--- src/rtl/pwl_pkg.sv ---
// Shared widths, reset values, register codes and stage payload types
// for the piecewise linear calibration core. No dependencies.
package pwl_pkg;

  localparam int unsigned X_W       = 8;            // reading / breakpoint byte
  localparam int unsigned PCT_W     = 7;            // result percent
  localparam int unsigned SEG_W     = 3;            // segment index
  localparam int unsigned REG_W     = 64;           // packed point registers
  localparam int unsigned CFG_IDX_W = 2;            // config register index
  localparam int unsigned P_W       = 2 * X_W + 2;  // signed 9x9 product
  localparam int unsigned NUM_W     = 2 * X_W + 3;  // sum of two products
  localparam int unsigned MAG_W     = 2 * X_W + 1;  // |numerator|
  localparam int unsigned Q_W       = 8;            // quotient bits, top one flags overflow

  localparam logic [REG_W-1:0] RES_PTS_RST = 64'hAF8C81664B36140A;
  localparam logic [REG_W-1:0] PCT_PTS_RST = 64'h646054483C30180C;
  localparam logic [PCT_W-1:0] PCT_MAX     = 7'd100;
  localparam logic [PCT_W-1:0] PCT_MIN     = 7'd0;

  typedef enum logic [CFG_IDX_W-1:0] {
    REG_RES_POINTS = 2'd0,
    REG_PCT_POINTS = 2'd1
  } cfg_reg_t;

  // Segment select stage -> multiply stage
  typedef struct packed {
    logic signed [X_W:0] dx;
    logic signed [X_W:0] dy;
    logic signed [X_W:0] den;
    logic [X_W-1:0]      y0;
    logic [SEG_W-1:0]    lo;
    logic                flat;
  } seg_t;

  // Multiply stage -> sum stage
  typedef struct packed {
    logic signed [P_W-1:0] p0;
    logic signed [P_W-1:0] p1;
    logic                  den_neg;
    logic [X_W-1:0]        den_mag;
    logic [X_W-1:0]        y0;
    logic [SEG_W-1:0]      lo;
    logic                  flat;
  } prod_t;

  // Travels down the divider cell row
  typedef struct packed {
    logic [MAG_W-1:0] rem;
    logic [X_W-1:0]   den_mag;
    logic [Q_W-1:0]   q;
    logic             neg;
    logic [X_W-1:0]   y0;
    logic [SEG_W-1:0] lo;
    logic             flat;
  } div_t;

  // Final result beat
  typedef struct packed {
    logic [PCT_W-1:0] percent;
    logic [SEG_W-1:0] segment;
    logic             clamped;
    logic             flat_segment;
  } res_t;

endpackage

--- src/rtl/pwl_ifs.sv ---
// Valid/ready channel interfaces: reading input, result output, config writes.
// Depends on pwl_pkg for field widths.
interface pwl_in_if import pwl_pkg::*; ();
  logic           valid;
  logic           ready;
  logic [X_W-1:0] resistance;

  modport source (output valid, output resistance, input ready);
  modport sink   (input valid, input resistance, output ready);
endinterface

interface pwl_out_if import pwl_pkg::*; ();
  logic             valid;
  logic             ready;
  logic [PCT_W-1:0] percent;
  logic [SEG_W-1:0] segment;
  logic             clamped;
  logic             flat_segment;

  modport source (output valid, output percent, output segment, output clamped,
                  output flat_segment, input ready);
  modport sink   (input valid, input percent, input segment, input clamped,
                  input flat_segment, output ready);
endinterface

interface pwl_cfg_if import pwl_pkg::*; ();
  logic                 valid;
  logic                 ready;
  logic [CFG_IDX_W-1:0] index;
  logic [REG_W-1:0]     data;

  modport source (output valid, output index, output data, input ready);
  modport sink   (input valid, input index, input data, output ready);
endinterface

--- src/rtl/pwl_seg.sv ---
// Breakpoint search and segment select: one registered stage.
// Depends on pwl_pkg.
module pwl_seg import pwl_pkg::*; #(
  parameter int unsigned POINTS = 8
) (
  input  logic             clk,
  input  logic             rst_n,
  input  logic [REG_W-1:0] res_pts,
  input  logic [REG_W-1:0] pct_pts,
  input  logic             in_valid,
  output logic             in_ready,
  input  logic [X_W-1:0]   in_x,
  output logic             out_valid,
  input  logic             out_ready,
  output seg_t             out_seg
);

  logic             valid_r;
  seg_t             seg_r;
  seg_t             seg_nxt;
  logic [SEG_W-1:0] lo;
  logic [SEG_W-1:0] lo_p1;
  logic             run;
  logic [X_W-1:0]   x0, x1, y0, y1;

  // lo = (first breakpoint not below x) - 1, held to 0..POINTS-2
  always_comb begin
    lo  = '0;
    run = (in_x > res_pts[0 +: X_W]);
    for (int k = 1; k < int'(POINTS) - 1; k++) begin
      run = run && (in_x > res_pts[k*X_W +: X_W]);
      if (run) begin
        lo = SEG_W'(k);
      end
    end
  end

  // fetch segment end points and form the differences
  always_comb begin
    lo_p1 = lo + SEG_W'(1);
    x0    = res_pts[lo * X_W +: X_W];
    x1    = res_pts[lo_p1 * X_W +: X_W];
    y0    = pct_pts[lo * X_W +: X_W];
    y1    = pct_pts[lo_p1 * X_W +: X_W];
    seg_nxt.dx   = $signed({1'b0, in_x}) - $signed({1'b0, x0});
    seg_nxt.dy   = $signed({1'b0, y1}) - $signed({1'b0, y0});
    seg_nxt.den  = $signed({1'b0, x1}) - $signed({1'b0, x0});
    seg_nxt.y0   = y0;
    seg_nxt.lo   = lo;
    seg_nxt.flat = (x1 == x0);
  end

  assign in_ready = !valid_r || out_ready;

  always_ff @(posedge clk) begin
    if (!rst_n) begin
      valid_r <= 1'b0;
    end else if (in_ready) begin
      valid_r <= in_valid;
    end
  end

  always_ff @(posedge clk) begin
    if (in_valid && in_ready) begin
      seg_r <= seg_nxt;
    end
  end

  assign out_valid = valid_r;
  assign out_seg   = seg_r;

endmodule

--- src/rtl/pwl_arith.sv ---
// Numerator build: multiply stage, then sum / sign / magnitude stage.
// Depends on pwl_pkg. Feeds the divider cell row.
module pwl_arith import pwl_pkg::*; (
  input  logic clk,
  input  logic rst_n,
  input  logic in_valid,
  output logic in_ready,
  input  seg_t in_seg,
  output logic out_valid,
  input  logic out_ready,
  output div_t out_div
);

  logic                  mul_valid_r;
  prod_t                 prod_r;
  prod_t                 prod_nxt;
  logic                  mul_ready;
  logic                  sum_valid_r;
  div_t                  div_r;
  div_t                  div_nxt;
  logic signed [X_W:0]   den_abs;
  logic signed [NUM_W-1:0] num;
  logic signed [NUM_W-1:0] num_abs;

  // y0*den and dy*dx, 9x9 signed each
  always_comb begin
    den_abs          = in_seg.den[X_W] ? -in_seg.den : in_seg.den;
    prod_nxt.p0      = $signed({1'b0, in_seg.y0}) * in_seg.den;
    prod_nxt.p1      = in_seg.dy * in_seg.dx;
    prod_nxt.den_neg = in_seg.den[X_W];
    prod_nxt.den_mag = den_abs[X_W-1:0];
    prod_nxt.y0      = in_seg.y0;
    prod_nxt.lo      = in_seg.lo;
    prod_nxt.flat    = in_seg.flat;
  end

  // numerator, quotient sign and magnitude for the unsigned divider
  always_comb begin
    num             = NUM_W'(prod_r.p0) + NUM_W'(prod_r.p1);
    num_abs         = num[NUM_W-1] ? -num : num;
    div_nxt.rem     = num_abs[MAG_W-1:0];
    div_nxt.den_mag = prod_r.den_mag;
    div_nxt.q       = '0;
    div_nxt.neg     = num[NUM_W-1] ^ prod_r.den_neg;
    div_nxt.y0      = prod_r.y0;
    div_nxt.lo      = prod_r.lo;
    div_nxt.flat    = prod_r.flat;
  end

  assign mul_ready = !sum_valid_r || out_ready;
  assign in_ready  = !mul_valid_r || mul_ready;

  always_ff @(posedge clk) begin
    if (!rst_n) begin
      mul_valid_r <= 1'b0;
      sum_valid_r <= 1'b0;
    end else begin
      if (in_ready) begin
        mul_valid_r <= in_valid;
      end
      if (mul_ready) begin
        sum_valid_r <= mul_valid_r;
      end
    end
  end

  always_ff @(posedge clk) begin
    if (in_valid && in_ready) begin
      prod_r <= prod_nxt;
    end
    if (mul_valid_r && mul_ready) begin
      div_r <= div_nxt;
    end
  end

  assign out_valid = sum_valid_r;
  assign out_div   = div_r;

endmodule

--- src/rtl/pwl_div_cell.sv ---
// One restoring-divide cell: settles quotient bit SHIFT and hands on.
// Depends on pwl_pkg.
module pwl_div_cell import pwl_pkg::*; #(
  parameter int unsigned SHIFT = 0
) (
  input  logic clk,
  input  logic rst_n,
  input  logic in_valid,
  output logic in_ready,
  input  div_t in_div,
  output logic out_valid,
  input  logic out_ready,
  output div_t out_div
);

  logic             valid_r;
  div_t             div_r;
  div_t             div_nxt;
  logic [MAG_W-1:0] trial;

  // compare against den << SHIFT, subtract on success
  always_comb begin
    trial   = MAG_W'(in_div.den_mag) << SHIFT;
    div_nxt = in_div;
    if (in_div.rem >= trial) begin
      div_nxt.rem      = in_div.rem - trial;
      div_nxt.q[SHIFT] = 1'b1;
    end
  end

  assign in_ready = !valid_r || out_ready;

  always_ff @(posedge clk) begin
    if (!rst_n) begin
      valid_r <= 1'b0;
    end else if (in_ready) begin
      valid_r <= in_valid;
    end
  end

  always_ff @(posedge clk) begin
    if (in_valid && in_ready) begin
      div_r <= div_nxt;
    end
  end

  assign out_valid = valid_r;
  assign out_div   = div_r;

endmodule

--- src/rtl/pwl_out.sv ---
// Result stage: sign, clamp to 0..100, flat segment override, output register.
// Depends on pwl_pkg.
module pwl_out import pwl_pkg::*; (
  input  logic clk,
  input  logic rst_n,
  input  logic in_valid,
  output logic in_ready,
  input  div_t in_div,
  output logic out_valid,
  input  logic out_ready,
  output res_t out_res
);

  logic valid_r;
  res_t res_r;
  res_t res_nxt;

  always_comb begin
    res_nxt.segment      = in_div.lo;
    res_nxt.flat_segment = in_div.flat;
    if (in_div.flat) begin
      // zero-width segment: lower percentage, clamped at 100
      res_nxt.clamped = (in_div.y0 > X_W'(PCT_MAX));
      res_nxt.percent = res_nxt.clamped ? PCT_MAX : in_div.y0[PCT_W-1:0];
    end else if (in_div.neg) begin
      // negative quotient; magnitude below one truncates to zero unflagged
      res_nxt.clamped = (in_div.q != '0);
      res_nxt.percent = PCT_MIN;
    end else begin
      // quotient above 100 clamps to 100; a set top bit means far above range
      res_nxt.clamped = (in_div.q > Q_W'(PCT_MAX));
      res_nxt.percent = res_nxt.clamped ? PCT_MAX : in_div.q[PCT_W-1:0];
    end
  end

  assign in_ready = !valid_r || out_ready;

  always_ff @(posedge clk) begin
    if (!rst_n) begin
      valid_r <= 1'b0;
    end else if (in_ready) begin
      valid_r <= in_valid;
    end
  end

  always_ff @(posedge clk) begin
    if (in_valid && in_ready) begin
      res_r <= res_nxt;
    end
  end

  assign out_valid = valid_r;
  assign out_res   = res_r;

endmodule

--- src/rtl/piecewise_linear_calibration_core.sv ---
// Piecewise linear calibration core: 8-bit reading in, clamped percent out.
// Pipeline from input beat to result beat: segment select, multiply,
// sum, a row of 8 divide cells (one quotient bit each), result register.
// Throughput one beat per cycle; every stage holds its own beat under backpressure.
// Reset (rst_n low, synchronous) empties the pipeline and loads the default points.
// Depends on pwl_pkg, pwl_ifs, pwl_seg, pwl_arith, pwl_div_cell, pwl_out.
module piecewise_linear_calibration_core import pwl_pkg::*; #(
  parameter int unsigned POINTS = 8
) (
  input  logic         clk,
  input  logic         rst_n,
  pwl_in_if.sink       in_bus,
  pwl_out_if.source    out_bus,
  pwl_cfg_if.sink      cfg_bus
);

  logic [REG_W-1:0] res_pts_r;
  logic [REG_W-1:0] pct_pts_r;

  logic seg_valid;
  logic seg_ready;
  seg_t seg;

  logic div_valid [0:Q_W];
  logic div_ready [0:Q_W];
  div_t div_chain [0:Q_W];

  res_t res;

  // configuration registers, always ready
  assign cfg_bus.ready = 1'b1;

  always_ff @(posedge clk) begin
    if (!rst_n) begin
      res_pts_r <= RES_PTS_RST;
      pct_pts_r <= PCT_PTS_RST;
    end else if (cfg_bus.valid) begin
      unique case (cfg_reg_t'(cfg_bus.index))
        REG_RES_POINTS: res_pts_r <= cfg_bus.data;
        REG_PCT_POINTS: pct_pts_r <= cfg_bus.data;
        default: ;
      endcase
    end
  end

  // breakpoint search
  pwl_seg #(
    .POINTS (POINTS)
  ) u_seg (
    .clk       (clk),
    .rst_n     (rst_n),
    .res_pts   (res_pts_r),
    .pct_pts   (pct_pts_r),
    .in_valid  (in_bus.valid),
    .in_ready  (in_bus.ready),
    .in_x      (in_bus.resistance),
    .out_valid (seg_valid),
    .out_ready (seg_ready),
    .out_seg   (seg)
  );

  // numerator and denominator
  pwl_arith u_arith (
    .clk       (clk),
    .rst_n     (rst_n),
    .in_valid  (seg_valid),
    .in_ready  (seg_ready),
    .in_seg    (seg),
    .out_valid (div_valid[0]),
    .out_ready (div_ready[0]),
    .out_div   (div_chain[0])
  );

  // divider row, most significant quotient bit first
  for (genvar k = 0; k < Q_W; k++) begin : g_div
    pwl_div_cell #(
      .SHIFT (Q_W - 1 - k)
    ) u_cell (
      .clk       (clk),
      .rst_n     (rst_n),
      .in_valid  (div_valid[k]),
      .in_ready  (div_ready[k]),
      .in_div    (div_chain[k]),
      .out_valid (div_valid[k+1]),
      .out_ready (div_ready[k+1]),
      .out_div   (div_chain[k+1])
    );
  end

  // clamp and output register
  pwl_out u_out (
    .clk       (clk),
    .rst_n     (rst_n),
    .in_valid  (div_valid[Q_W]),
    .in_ready  (div_ready[Q_W]),
    .in_div    (div_chain[Q_W]),
    .out_valid (out_bus.valid),
    .out_ready (out_bus.ready),
    .out_res   (res)
  );

  assign out_bus.percent      = res.percent;
  assign out_bus.segment      = res.segment;
  assign out_bus.clamped      = res.clamped;
  assign out_bus.flat_segment = res.flat_segment;

endmodule

--- src/flat_wrapper.sv ---
// flat-port wrapper written by rule: the top's interface ports become plain ports
module piecewise_linear_calibration_core_flat import pwl_pkg::*;
#(
  parameter int unsigned POINTS = 8
)
  (clk, rst_n, in_bus_valid, in_bus_resistance, in_bus_ready, out_bus_valid, out_bus_percent, out_bus_segment, out_bus_clamped, out_bus_flat_segment, out_bus_ready, cfg_bus_valid, cfg_bus_index, cfg_bus_data, cfg_bus_ready);
  pwl_in_if in_bus_i ();
  pwl_out_if out_bus_i ();
  pwl_cfg_if cfg_bus_i ();
  input  logic clk;
  input  logic rst_n;
  input wire logic [$bits(in_bus_i.valid)-1:0] in_bus_valid;
  input wire logic [$bits(in_bus_i.resistance)-1:0] in_bus_resistance;
  output wire logic [$bits(in_bus_i.ready)-1:0] in_bus_ready;
  output wire logic [$bits(out_bus_i.valid)-1:0] out_bus_valid;
  output wire logic [$bits(out_bus_i.percent)-1:0] out_bus_percent;
  output wire logic [$bits(out_bus_i.segment)-1:0] out_bus_segment;
  output wire logic [$bits(out_bus_i.clamped)-1:0] out_bus_clamped;
  output wire logic [$bits(out_bus_i.flat_segment)-1:0] out_bus_flat_segment;
  input wire logic [$bits(out_bus_i.ready)-1:0] out_bus_ready;
  input wire logic [$bits(cfg_bus_i.valid)-1:0] cfg_bus_valid;
  input wire logic [$bits(cfg_bus_i.index)-1:0] cfg_bus_index;
  input wire logic [$bits(cfg_bus_i.data)-1:0] cfg_bus_data;
  output wire logic [$bits(cfg_bus_i.ready)-1:0] cfg_bus_ready;
  assign in_bus_i.valid = in_bus_valid;
  assign in_bus_i.resistance = in_bus_resistance;
  assign in_bus_ready = in_bus_i.ready;
  assign out_bus_valid = out_bus_i.valid;
  assign out_bus_percent = out_bus_i.percent;
  assign out_bus_segment = out_bus_i.segment;
  assign out_bus_clamped = out_bus_i.clamped;
  assign out_bus_flat_segment = out_bus_i.flat_segment;
  assign out_bus_i.ready = out_bus_ready;
  assign cfg_bus_i.valid = cfg_bus_valid;
  assign cfg_bus_i.index = cfg_bus_index;
  assign cfg_bus_i.data = cfg_bus_data;
  assign cfg_bus_ready = cfg_bus_i.ready;
  piecewise_linear_calibration_core #(.POINTS(POINTS)) u_core (.clk(clk), .rst_n(rst_n), .in_bus(in_bus_i), .out_bus(out_bus_i), .cfg_bus(cfg_bus_i));
endmodule
--- config.mk ---
export PLATFORM = sky130hd
export DESIGN_NAME = piecewise_linear_calibration_core_flat
export DESIGN_NICKNAME = d
export VERILOG_FILES = /design/src/rtl/pwl_pkg.sv /design/src/rtl/pwl_ifs.sv /design/src/rtl/pwl_seg.sv /design/src/rtl/pwl_arith.sv /design/src/rtl/pwl_div_cell.sv /design/src/rtl/pwl_out.sv /design/src/rtl/piecewise_linear_calibration_core.sv /design/src/flat_wrapper.sv
export SDC_FILE = /design/constraint.sdc
export NUM_CORES = 1
export LEC_CHECK = 0
export BUFFER_PORTS_ARGS = -buffer_cell sky130_fd_sc_hd__buf_2
export CELL_PAD_IN_SITES_DETAIL_PLACEMENT = 1
export CELL_PAD_IN_SITES_GLOBAL_PLACEMENT = 1
export CORE_AREA = 3 3 266 268
export CTS_CLUSTER_SIZE = 24
export DETAILED_ROUTE_END_ITERATION = 10
export DIE_AREA = 0 0 269 271
export HOLD_SLACK_MARGIN = 0.1
export PLACE_DENSITY_LB_ADDON = 0.2
export SLEW_MARGIN = 15
export SYNTH_ARGS = -nofsm -noshare
export SYNTH_HDL_FRONTEND = slang
export SYNTH_HIERARCHICAL = 1
export SYNTH_SLANG_ARGS = --single-unit
--- constraint.sdc ---
create_clock -name clk -period 15.9 [get_ports clk]
set_input_delay 3.18 -clock clk [delete_from_list [all_inputs] [get_ports clk]]
set_output_delay 3.18 -clock clk [all_outputs]
set_load 0.02 [all_outputs]
==> out/metrics.yaml, run 1 <==
drt:
  first_iter_violations: 1505
  via_per_inst: 5.86
  vias: 24674
  drt_pass1_iterations: 5
  drc_errors: 0
  postRouteAntennaNets: 0
  wl_per_cell_um: 23.5
  drt_wl_total_um: 98900
cts:
  cts_buffer_depth: 3
  insertion_delay_ns: 0.63
  cts.clk_slew.worst_paths_ns: 0.06
  cts_tree: "done"
  root_buffer: "clkbuf_16"
  cts_made_buffers: 72
  post_cts_resized: 0
  postCtsSetupBuffers: 0
  hold_buffers: 0
  cts-htree-levels: 3
  cts.sinks: 629
grt:
  track_usage: 0.274
  grt_pass1_wl_um: 154000
  antenna_found_initial: 5
  grt.overflow.total: 0
  grt_max_degree: 104
  grt_pass1_vias: 27136
place:
  io_buffers: 92
  dp_slack_ns: 6.58
  detailed_place_hpwl_um: 73200
  place.gp.congestion: 0.951
layout:
  final_util: 0.588
  n_fill_cell: 7016
  syn_to_final_growth_pct: 9.43
  final_cell_mix: "edfxtp_1, nand2_1, inv_1"
  layout_commonest_cell: "edfxtp_1"
  finalNetCount: 3679
  drive_gt1_frac: 0.116
die:
  start_util: 0.537
  die_area_mm2: 0.0729
  die_h_um: 271
  fp.coreArea_mm2: 0.0686
  die_x_um: 269
  ios: 94
  row_count: 96
timing:
  relSlewSlack: 0.228
  fin_worst_skew_ns: 0.0392
  hold_slack_ns: 0.405
  fin_ws_ns: 6.85
  timing.fmax_mhz: 110
  slew_violations: 0
  tns_ns: 0
  rsz0062_at_grt: "no"
  hold_violations: 0
  fin_crit_sh: 0.569
  setup_viol: 0
  layout_min_cycle_time_ns: 9.05
  worst_slew_pin_slew_ns: 1.16
outcome:
  status: "finished clean"
critical_path:
  max_stage_delay_ns: 0.42
  crit_path_frequent_cell: "nand2b_1"
  start_kind: "input pin"
  crit_type: "in2out"
  rr_endpoint: "u_core/u_seg/out_seg[28]"
  critPathArrivalTime_ns: 5.87
  slowest_stage: "nor2b_1"
  cp-startpoint: "out_bus_ready"
  cp.required_ns: 12.72
  critPathCapture: "in_bus_ready"
  worst-path-max-fanout: 4
  cp-end-kind: "output pin"
  r2r_cells: 23
  r2r_slack_ns: 9.46
  worstReg2RegStart: "u_core/res_pts_r[18]"
  crit_chain: "buf_2 -> nand2b_1 -> nand2b_1 -> nand2b_1 -> nand2b_1 -> nand2b_1 -> nand2b_1 -> nand2b_1 -> nand2b_1 -> nand2b_1 -> nor2b_1 -> nand2_1 -> nand2b_1 -> buf_2"
power:
  pwr-share-comb: 0.604
  p_per_area_mw_per_mm2: 254
  p_sw_frac: 0.420
  p_int_mw: 5.95
  leakagePower_nw: 16.1
  seqPwrFrac: 0.240
  ir_drop_uv: 593
  switchingPower_mw: 4.31
  clkPwrFrac: 0.156
synthesis:
  netlist_area_mm2: 0.0369
  postSynthAreaPerCell_um2: 11.7
  synth_cells: 3144
  ys_warn_count: 6
min_path:
  min_path_type: "reg2reg"
  hold_start: "u_core/g_div[4].u_cell/out_div[6]"
job:
  drv_cap: 0
==> sequential cells by signal (all words and copies together), names as in the netlist <==
register,cells
u_core/g_div.u_cell/out_div,343
u_core/pct_pts_r,64
u_core/res_pts_r,64
u_core/u_seg/out_seg,39
u_core/u_arith/out_div,38
u_core/u_arith/prod_r,37
u_core/u_arith/div_nxt,20
u_core/u_out/out_res,12
u_core/g_div.u_cell/out_valid,8
u_core/u_arith/mul_valid_r,1
u_core/u_arith/out_valid,1
u_core/u_out/out_valid,1
u_core/u_seg/out_valid,1
==> area by class of cell <==
cell class	count	area [um^2]	share of cell area
inverter	340	1280	0.0316
sequential	629	17500	0.434
clock inverter	40	382	0.00946
multi-input combinational	2073	17500	0.435
clock buffer	91	1910	0.0474
antenna	1	2.50	0.0000620
timing repair buffer	106	572	0.0142
tap	931	1160	0.0289
==> power by group through the flow <==
stage / combinational [mW] / clock (mW) / sequential [mW]
after floorplan: 4.76 / 0 / 2.36
after global placement: 5.85 / 0 / 2.48
after detailed placement: 6.10 / 0 / 2.49
after CTS: 6.25 / 1.64 / 2.46
after global routing: 7.02 / 1.70 / 2.48
final: 6.19 / 1.60 / 2.46
==> metrics by stage <==
stage          power [mW]  instance area (um^2)  cells
3_3_place_gp         8.33                 38000   4079
5_1_grt              11.2                 40300   4210
2_1_floorplan        7.13                 36900   3151
4_1_cts              10.4                 40300   4210
6_report             10.3                 40300   4211
3_5_place_dp         8.60                 38000   4079
==> worst min-delay path by stage <==
| stage | to | slack [ns] | cells after the start |
|---|---|---|---|
| global placement | u_core/g_div[3].u_cell/out_div[19] | 0.40 | 0 |
| floorplan | u_core/g_div[0].u_cell/out_div[0] | 0.40 | 0 |
| detailed placement | u_core/g_div[2].u_cell/out_div[11] | 0.41 | 0 |
| CTS | u_core/g_div[5].u_cell/out_div[6] | 0.40 | 0 |
| global route | u_core/g_div[3].u_cell/out_div[14] | 0.42 | 0 |
| finish | u_core/g_div[5].u_cell/out_div[6] | 0.40 | 0 |
==> worst max-delay path: cells and delay by family <==
family	cells	cell delay (ns)
buffers and inverters	2	0.27
AND/OR/NAND/NOR	12	2.41
==> routing by layer <==
| layer | GRT usage | part of all wire | vias to the layer above |
|---|---|---|---|
| li1 | - | - | 11323 |
| met1 | 0.346 | 0.42 | 12586 |
| met2 | 0.484 | 0.50 | 598 |
| met3 | 0.0372 | 0.044 | 167 |
| met4 | 0.0914 | 0.033 | 0 |
| met5 | 0 | 0 | - |
Note: power is estimated with default switching activity, not from simulation.
==> run 2: changes to the inputs <==
--- a/config.mk
+++ b/config.mk
@@ -8,10 +8,10 @@
 export BUFFER_PORTS_ARGS = -buffer_cell sky130_fd_sc_hd__buf_2
 export CELL_PAD_IN_SITES_DETAIL_PLACEMENT = 1
 export CELL_PAD_IN_SITES_GLOBAL_PLACEMENT = 1
-export CORE_AREA = 3 3 266 268
+export CORE_AREA = 3 3 289 291
 export CTS_CLUSTER_SIZE = 24
 export DETAILED_ROUTE_END_ITERATION = 10
-export DIE_AREA = 0 0 269 271
+export DIE_AREA = 0 0 292 294
 export HOLD_SLACK_MARGIN = 0.1
 export PLACE_DENSITY_LB_ADDON = 0.2
 export SLEW_MARGIN = 15
==> constraint.sdc (replaced) <==
create_clock -name clk -period 7.9 [get_ports clk]
set_input_delay 1.58 -clock clk [delete_from_list [all_inputs] [get_ports clk]]
set_output_delay 1.58 -clock clk [all_outputs]
set_load 0.02 [all_outputs]
==> run 2 against run 1 <==
Non-clock buffer count up 9. Clock power up 110%. Global-route usage down 4.0 points. Hold slack worse by 0.012 ns. Cell area up 0.83%. Critical path type is now in2reg. Largest cell class unchanged. Largest power group unchanged. Highest routed layer unchanged.
==> out/metrics.yaml, run 2 (synthesis gave the netlist of run 1 again) <==
layout:
  drive_gt1_frac: 0.121  # +0.00439
  layout_commonest_cell: "edfxtp_1"
  largest_reg_flops: 343  # unchanged
  final_cell_mix: "edfxtp_1, nand2_1, inv_1"
  finalNetCount: 3686  # +0.19%
  final_area_mm2: 0.0407  # +0.83%
  syn_to_final_growth_pct: 10.3
die:
  die_area_mm2: 0.0858  # +18%
  die_x_um: 292  # +8.6%
  fp.coreArea_mm2: 0.0808  # +18%
  ios: 94  # unchanged
  start_util: 0.456  # -0.0813
  row_count: 104  # +8.3%
  die_h_um: 294  # +8.5%
cts:
  cts_made_buffers: 70  # -2.8%
  post_cts_resized: 0  # unchanged
  cts-htree-levels: 3  # unchanged
  cts.clk_slew.worst_paths_ns: 0.06  # about the same
  hold_buffers: 0  # unchanged
  cts_tree: "done"
  root_buffer: "clkbuf_16"
  insertion_delay_ns: 0.63  # about the same
  postCtsSetupBuffers: 0  # unchanged
  cts.sinks: 629  # unchanged
  cts_buffer_depth: 3  # unchanged
critical_path:
  critPathArrivalTime_ns: 6.81  # +0.94 ns
  crit_type: "in2reg"
  cp.required_ns: 8.35  # -4.37 ns
  cp-end-kind: "register"
  start_kind: "input pin"
  worst-path-max-fanout: 52  # +48
timing:
  relSlewSlack: 0.255  # +0.0277
  timing.fmax_mhz: 157
  tns_ns: 0  # unchanged
  hold_violations: 0  # unchanged
  slew_violations: 0  # unchanged
  fin_crit_sh: 0.805
  rsz0062_at_grt: "no"
  fin_ws_ns: 1.54  # -5.31 ns
  setup_viol: 0  # unchanged
  worst_slew_pin_slew_ns: 1.12  # -0.0416 ns
  fin_worst_skew_ns: 0.0292  # -0.0101 ns
  layout_min_cycle_time_ns: 6.36
grt:
  grt_pass1_wl_um: 155000  # +0.73%
  antenna_found_initial: 3  # -2
  grt_max_degree: 121  # +16%
  met1_usage: 0.291  # -0.0545
  track_usage: 0.234  # -0.0405
  grt_pass1_vias: 26558  # -2.1%
  grt.busiest_layer: "met2"
  grt.overflow.total: 0  # unchanged
  grt_use_met2: 0.417  # -0.0672
  use_met3: 0.0312  # -0.00595
place:
  detailed_place_hpwl_um: 75600  # +3.3%
  io_buffers: 92  # unchanged
  place.gp.congestion: 0.935  # -1.7%
  dp_slack_ns: 0.958  # -5.62 ns
  dpl_cell_area_mm2: 0.0383  # +0.60%
drt:
  wl_per_cell_um: 22.9  # -2.5%
  drt_pass1_iterations: 5  # unchanged
  postRouteAntennaNets: 0  # unchanged
  first_iter_violations: 1293  # -14%
  vias: 24316  # -1.5%
  drt_wl_total_um: 99400  # +0.59%
  drc_errors: 0  # unchanged
  via_per_inst: 5.60  # -4.5%
power:
  p_per_area_mw_per_mm2: 515  # +100%
  leakagePower_nw: 16.2  # +0.61%
  ir_drop_uv: 1290  # +120%
outcome:
  status: "finished clean"
job:
  drv_cap: 0  # unchanged
min_path:
  min_path_type: "reg2reg"
run 2: changes by cell type in the layout (fill, tap and decap cells not counted), moves of 2 or more:
cell | previous run | this run
clkbuf_1 | 15 | 12
clkbuf_16 | 72 | 70
buf_4 | 14 | 23
inv_16 | 3 | 1
clkinv_8 | 1 | 3
clkinv_1 | 15 | 7
bufinv_16 | 2 | 9
run 2: worst max-delay path: stages:
cell      delay [ns]
buf_2           0.24
ha_1            0.31
a21oi_1         0.19
o21ai_0         0.12
o311ai_1        0.52
a21oi_1         0.21
o311ai_4        0.14
buf_4           0.57
buf_4           0.56
mux4_2          0.63
mux2i_4         0.25
xnor2_1         0.12
ha_1            0.24
o41ai_4         0.45
or4b_1          0.51
o211ai_1        0.13
run 2: worst paths after layout:
kind	startpoint	to	slack, ns	depth (start not counted)
max	in_bus_resistance[7]	u_core/u_seg/out_seg[18]	1.54	16
min	u_core/g_div[3].u_cell/out_div[2]	u_core/g_div[4].u_cell/out_div[2]	0.39	0
max reg2reg	u_core/res_pts_r[19]	u_core/u_seg/out_seg[18]	2.15	17
min reg2reg	u_core/g_div[3].u_cell/out_div[2]	u_core/g_div[4].u_cell/out_div[2]	0.39	0
run 2: metal layers:
metal / up-vias / routed length [um]
met2: 477 / 50000
met3: 179 / 3660
met1: 12332 / 42100
met4: 0 / 3670
li1: 11328 / -
met5: - / 0
run 2: area by class of cell:
type                            count  area, um^2
Fill cell                        8393       40100
Multi-Input combinational cell   2073       17500
Sequential cell                   629       17500
Clock buffer                       86        1850
Tap cell                         1060        1330
Inverter                          340        1280
Timing Repair Buffer              115         639
Clock inverter                     41         548
Antenna cell                        2        5.00
run 2: where the power goes:
group          internal [mW]  total, mW  switching (mW)
clock network           1.99       3.37            1.38
logic                   5.56       12.6            7.08
registers               4.59       4.94           0.351
total                   12.1       21.0            8.81
run 2: per-stage QoR:
stage | hold slack [ns] | power (mW) | std cells | util
after CTS | 0.389 | 21.3 | 4344 | 0.503
after global placement | 0.401 | 17.3 | 4217 | 0.473
after global routing | 0.397 | 23.1 | 4344 | 0.503
after floorplan | 0.400 | 14.3 | 3151 | -
final | 0.393 | 21.0 | 4346 | 0.503
after detailed placement | 0.405 | 17.7 | 4217 | 0.473
==> run 3: changes to the inputs <==
==> constraint.sdc (replaced) <==
create_clock -name clk -period 5.7 [get_ports clk]
set_input_delay 1.14 -clock clk [delete_from_list [all_inputs] [get_ports clk]]
set_output_delay 1.14 -clock clk [all_outputs]
set_load 0.02 [all_outputs]
==> run 3 against run 2 <==
Non-clock buffer count increased by 70. Clock skew decreased by 0.016 ns. Die area unchanged. Sequential power is 37% higher. Power up 39%. Clock power grew 39%. Cell area is 1.8% higher. Via count is 0.84% higher. Hold slack improved by 0.021 ns.
==> out/metrics.yaml, run 3 (synthesis gave the netlist of run 1 again) <==
outcome:
  status: "finished clean"
timing:
  layout_min_cycle_time_ns: 5.37
  fin_crit_sh: 0.943
  worst_slew_pin_slew_ns: 1.14  # +0.0221 ns
  tns_ns: 0  # unchanged
  rsz0062_at_grt: "no"
  setup_viol: 0  # unchanged
  hold_slack_ns: 0.414  # +0.0215 ns
  hold_violations: 0  # unchanged
  fin_ws_ns: 0.328  # -1.21 ns
  timing.fmax_mhz: 186
  slew_violations: 0  # unchanged
  relSlewSlack: 0.241  # -0.0147
  fin_worst_skew_ns: 0.0136  # -0.0155 ns
grt:
  track_usage: 0.237  # +0.00350
  grt.overflow.total: 0  # unchanged
  grt_pass1_vias: 26726  # +0.63%
  antenna_found_initial: 1  # -2
  grt_max_degree: 105  # -13%
  grt_pass1_wl_um: 158000  # +1.6%
layout:
  final_area_mm2: 0.0414  # +1.8%
  stdcell_count: 4423  # +1.8%
  drive_gt1_frac: 0.143  # +0.0217
  multi_input_area_mm2: 0.0176  # +0.56%
  register_area_mm2: 0.0175  # unchanged
  syn_to_final_growth_pct: 12.3
  final_cell_mix: "edfxtp_1, nand2_1, inv_1"
  largest_reg_flops: 343  # unchanged
  layout_commonest_cell: "edfxtp_1"
  n_fill_cell: 8442  # +0.58%
  finalNetCount: 3759  # +2.0%
cts:
  cts-htree-levels: 3  # unchanged
  cts.sinks: 629  # unchanged
  cts.clk_slew.worst_paths_ns: 0.06  # about the same
  cts_made_buffers: 73  # +4.3%
  cts_tree: "done"
  root_buffer: "clkbuf_16"
  insertion_delay_ns: 0.62  # about the same
  cts_buffer_depth: 3  # unchanged
critical_path:
  worst-path-max-fanout: 9  # -83%
  critPathArrivalTime_ns: 5.71  # -1.10 ns
  r2r_cells: 17  # unchanged
  crit_type: "reg2reg"
  cp-end-kind: "register"
  start_kind: "register"
  cp.required_ns: 6.04  # -2.31 ns
min_path:
  whs_path_depth: 0  # unchanged
  min_path_type: "reg2reg"
drt:
  first_iter_violations: 1314  # +1.6%
  postRouteAntennaNets: 0  # unchanged
  via_per_inst: 5.54  # -0.92%
  drt_pass1_iterations: 5  # unchanged
  drc_errors: 0  # unchanged
  drt_wl_total_um: 101000  # +1.6%
  wl_per_cell_um: 22.8  # -0.20%
  vias: 24520  # +0.84%
die:
  die_area_mm2: 0.0858  # unchanged
  start_util: 0.456  # unchanged
  fp.coreArea_mm2: 0.0808  # unchanged
  die_x_um: 292  # unchanged
  ios: 94  # unchanged
  die_h_um: 294  # unchanged
  row_count: 104  # unchanged
power:
  clkPwrFrac: 0.161  # about the same
  p_sw_frac: 0.416  # -0.00461
  leakagePower_nw: 16.6  # +2.3%
  ir_drop_uv: 1370  # +6.6%
  p_per_area_mw_per_mm2: 702  # +36%
  p_int_mw: 17.0  # +40%
  switchingPower_mw: 12.1  # +37%
  pwr-share-comb: 0.607  # +0.004
  seqPwrFrac: 0.232  # -0.004
place:
  dp_slack_ns: 0.0736  # -0.884 ns
  dpl_cell_area_mm2: 0.0388  # +1.3%
  dp_cells: 4261  # +1.0%
  io_buffers: 92  # unchanged
  detailed_place_hpwl_um: 76800  # +1.6%
  place.gp.congestion: 0.952  # +1.8%
job:
  drv_cap: 0  # unchanged
-- run 3: cell count changes in the layout (fill, tap and decap cells not counted), moves of 3 or more --
cell,previous run,this run
buf_12,0,6
buf_4,23,87
bufinv_16,9,4
clkbuf_16,70,76
clkbuf_8,4,7
ha_1,256,250
ha_4,0,6
inv_6,1,4
o21ai_0,67,64
o21ai_1,26,29
-- run 3: critical path, stage by stage, from the launching register on --
cell      delay (ns)
edfxtp_1        0.58
and2_1          0.24
fa_1            0.40
fa_1            0.55
inv_1           0.05
fa_1            0.48
inv_1           0.06
fa_1            0.48
ha_1            0.31
ha_1            0.35
nor2b_1         0.15
o21ai_0         0.24
a21boi_1        0.14
o21ai_0         0.25
a22oi_1         0.14
a41oi_1         0.32
nor2b_1         0.21
xnor2_1         0.13
-- run 3: metal layers --
metal  wire length [um]  global-route usage  vias to the layer above  part of all wire
li1                   -                   -                    11474                 -
met3               3360              0.0309                      156             0.033
met2              51000               0.422                      445              0.50
met5                  0                   0                        -                 0
met1              43500               0.302                    12445              0.43
met4               3130              0.0722                        0             0.031
-- run 3: final timing paths --
check                                     startpoint                                  to  slack [ns]
setup reg to reg            u_core/u_seg/out_seg[33]           u_core/u_arith/prod_r[36]        0.33
hold reg to reg   u_core/g_div[3].u_cell/out_div[12]  u_core/g_div[4].u_cell/out_div[12]        0.41
hold / removal    u_core/g_div[3].u_cell/out_div[12]  u_core/g_div[4].u_cell/out_div[12]        0.41
setup / recovery            u_core/u_seg/out_seg[33]           u_core/u_arith/prod_r[36]        0.33
-- run 3: area by class of cell --
type,instances,area share
antenna,4,0.000242
tap,1060,0.0320
sequential,629,0.422
clock buffer,95,0.0494
multi-input combinational,2073,0.426
timing repair buffer,185,0.0300
clock inverter,37,0.00886
inverter,340,0.0310
-- run 3: repair_timing --
action / CTS / global route
gates resized for setup: 0 / 1
setup endpoints to repair: 0 / 2
endpoints found under the hold margin: 0 / 0
hold buffers: 0 / 0
buffers inserted: 0 / 25
-- run 3: power by group through the flow --
stage	Combinational (mW)	Clock [mW]	Sequential, mW
2_1_floorplan	13.4	0	6.60
3_3_place_gp	16.9	0	6.85
3_5_place_dp	17.5	0	6.86
4_1_cts	17.7	4.81	6.77
5_1_grt	20.2	4.98	6.77
6_report	17.6	4.67	6.75
-- run 3: through the flow --
step / util / power, mW
after floorplan: - / 20.0
after global placement: 0.480 / 23.7
after detailed placement: 0.480 / 24.3
after CTS: 0.509 / 29.3
after global routing: 0.512 / 32.0
final: 0.512 / 29.1
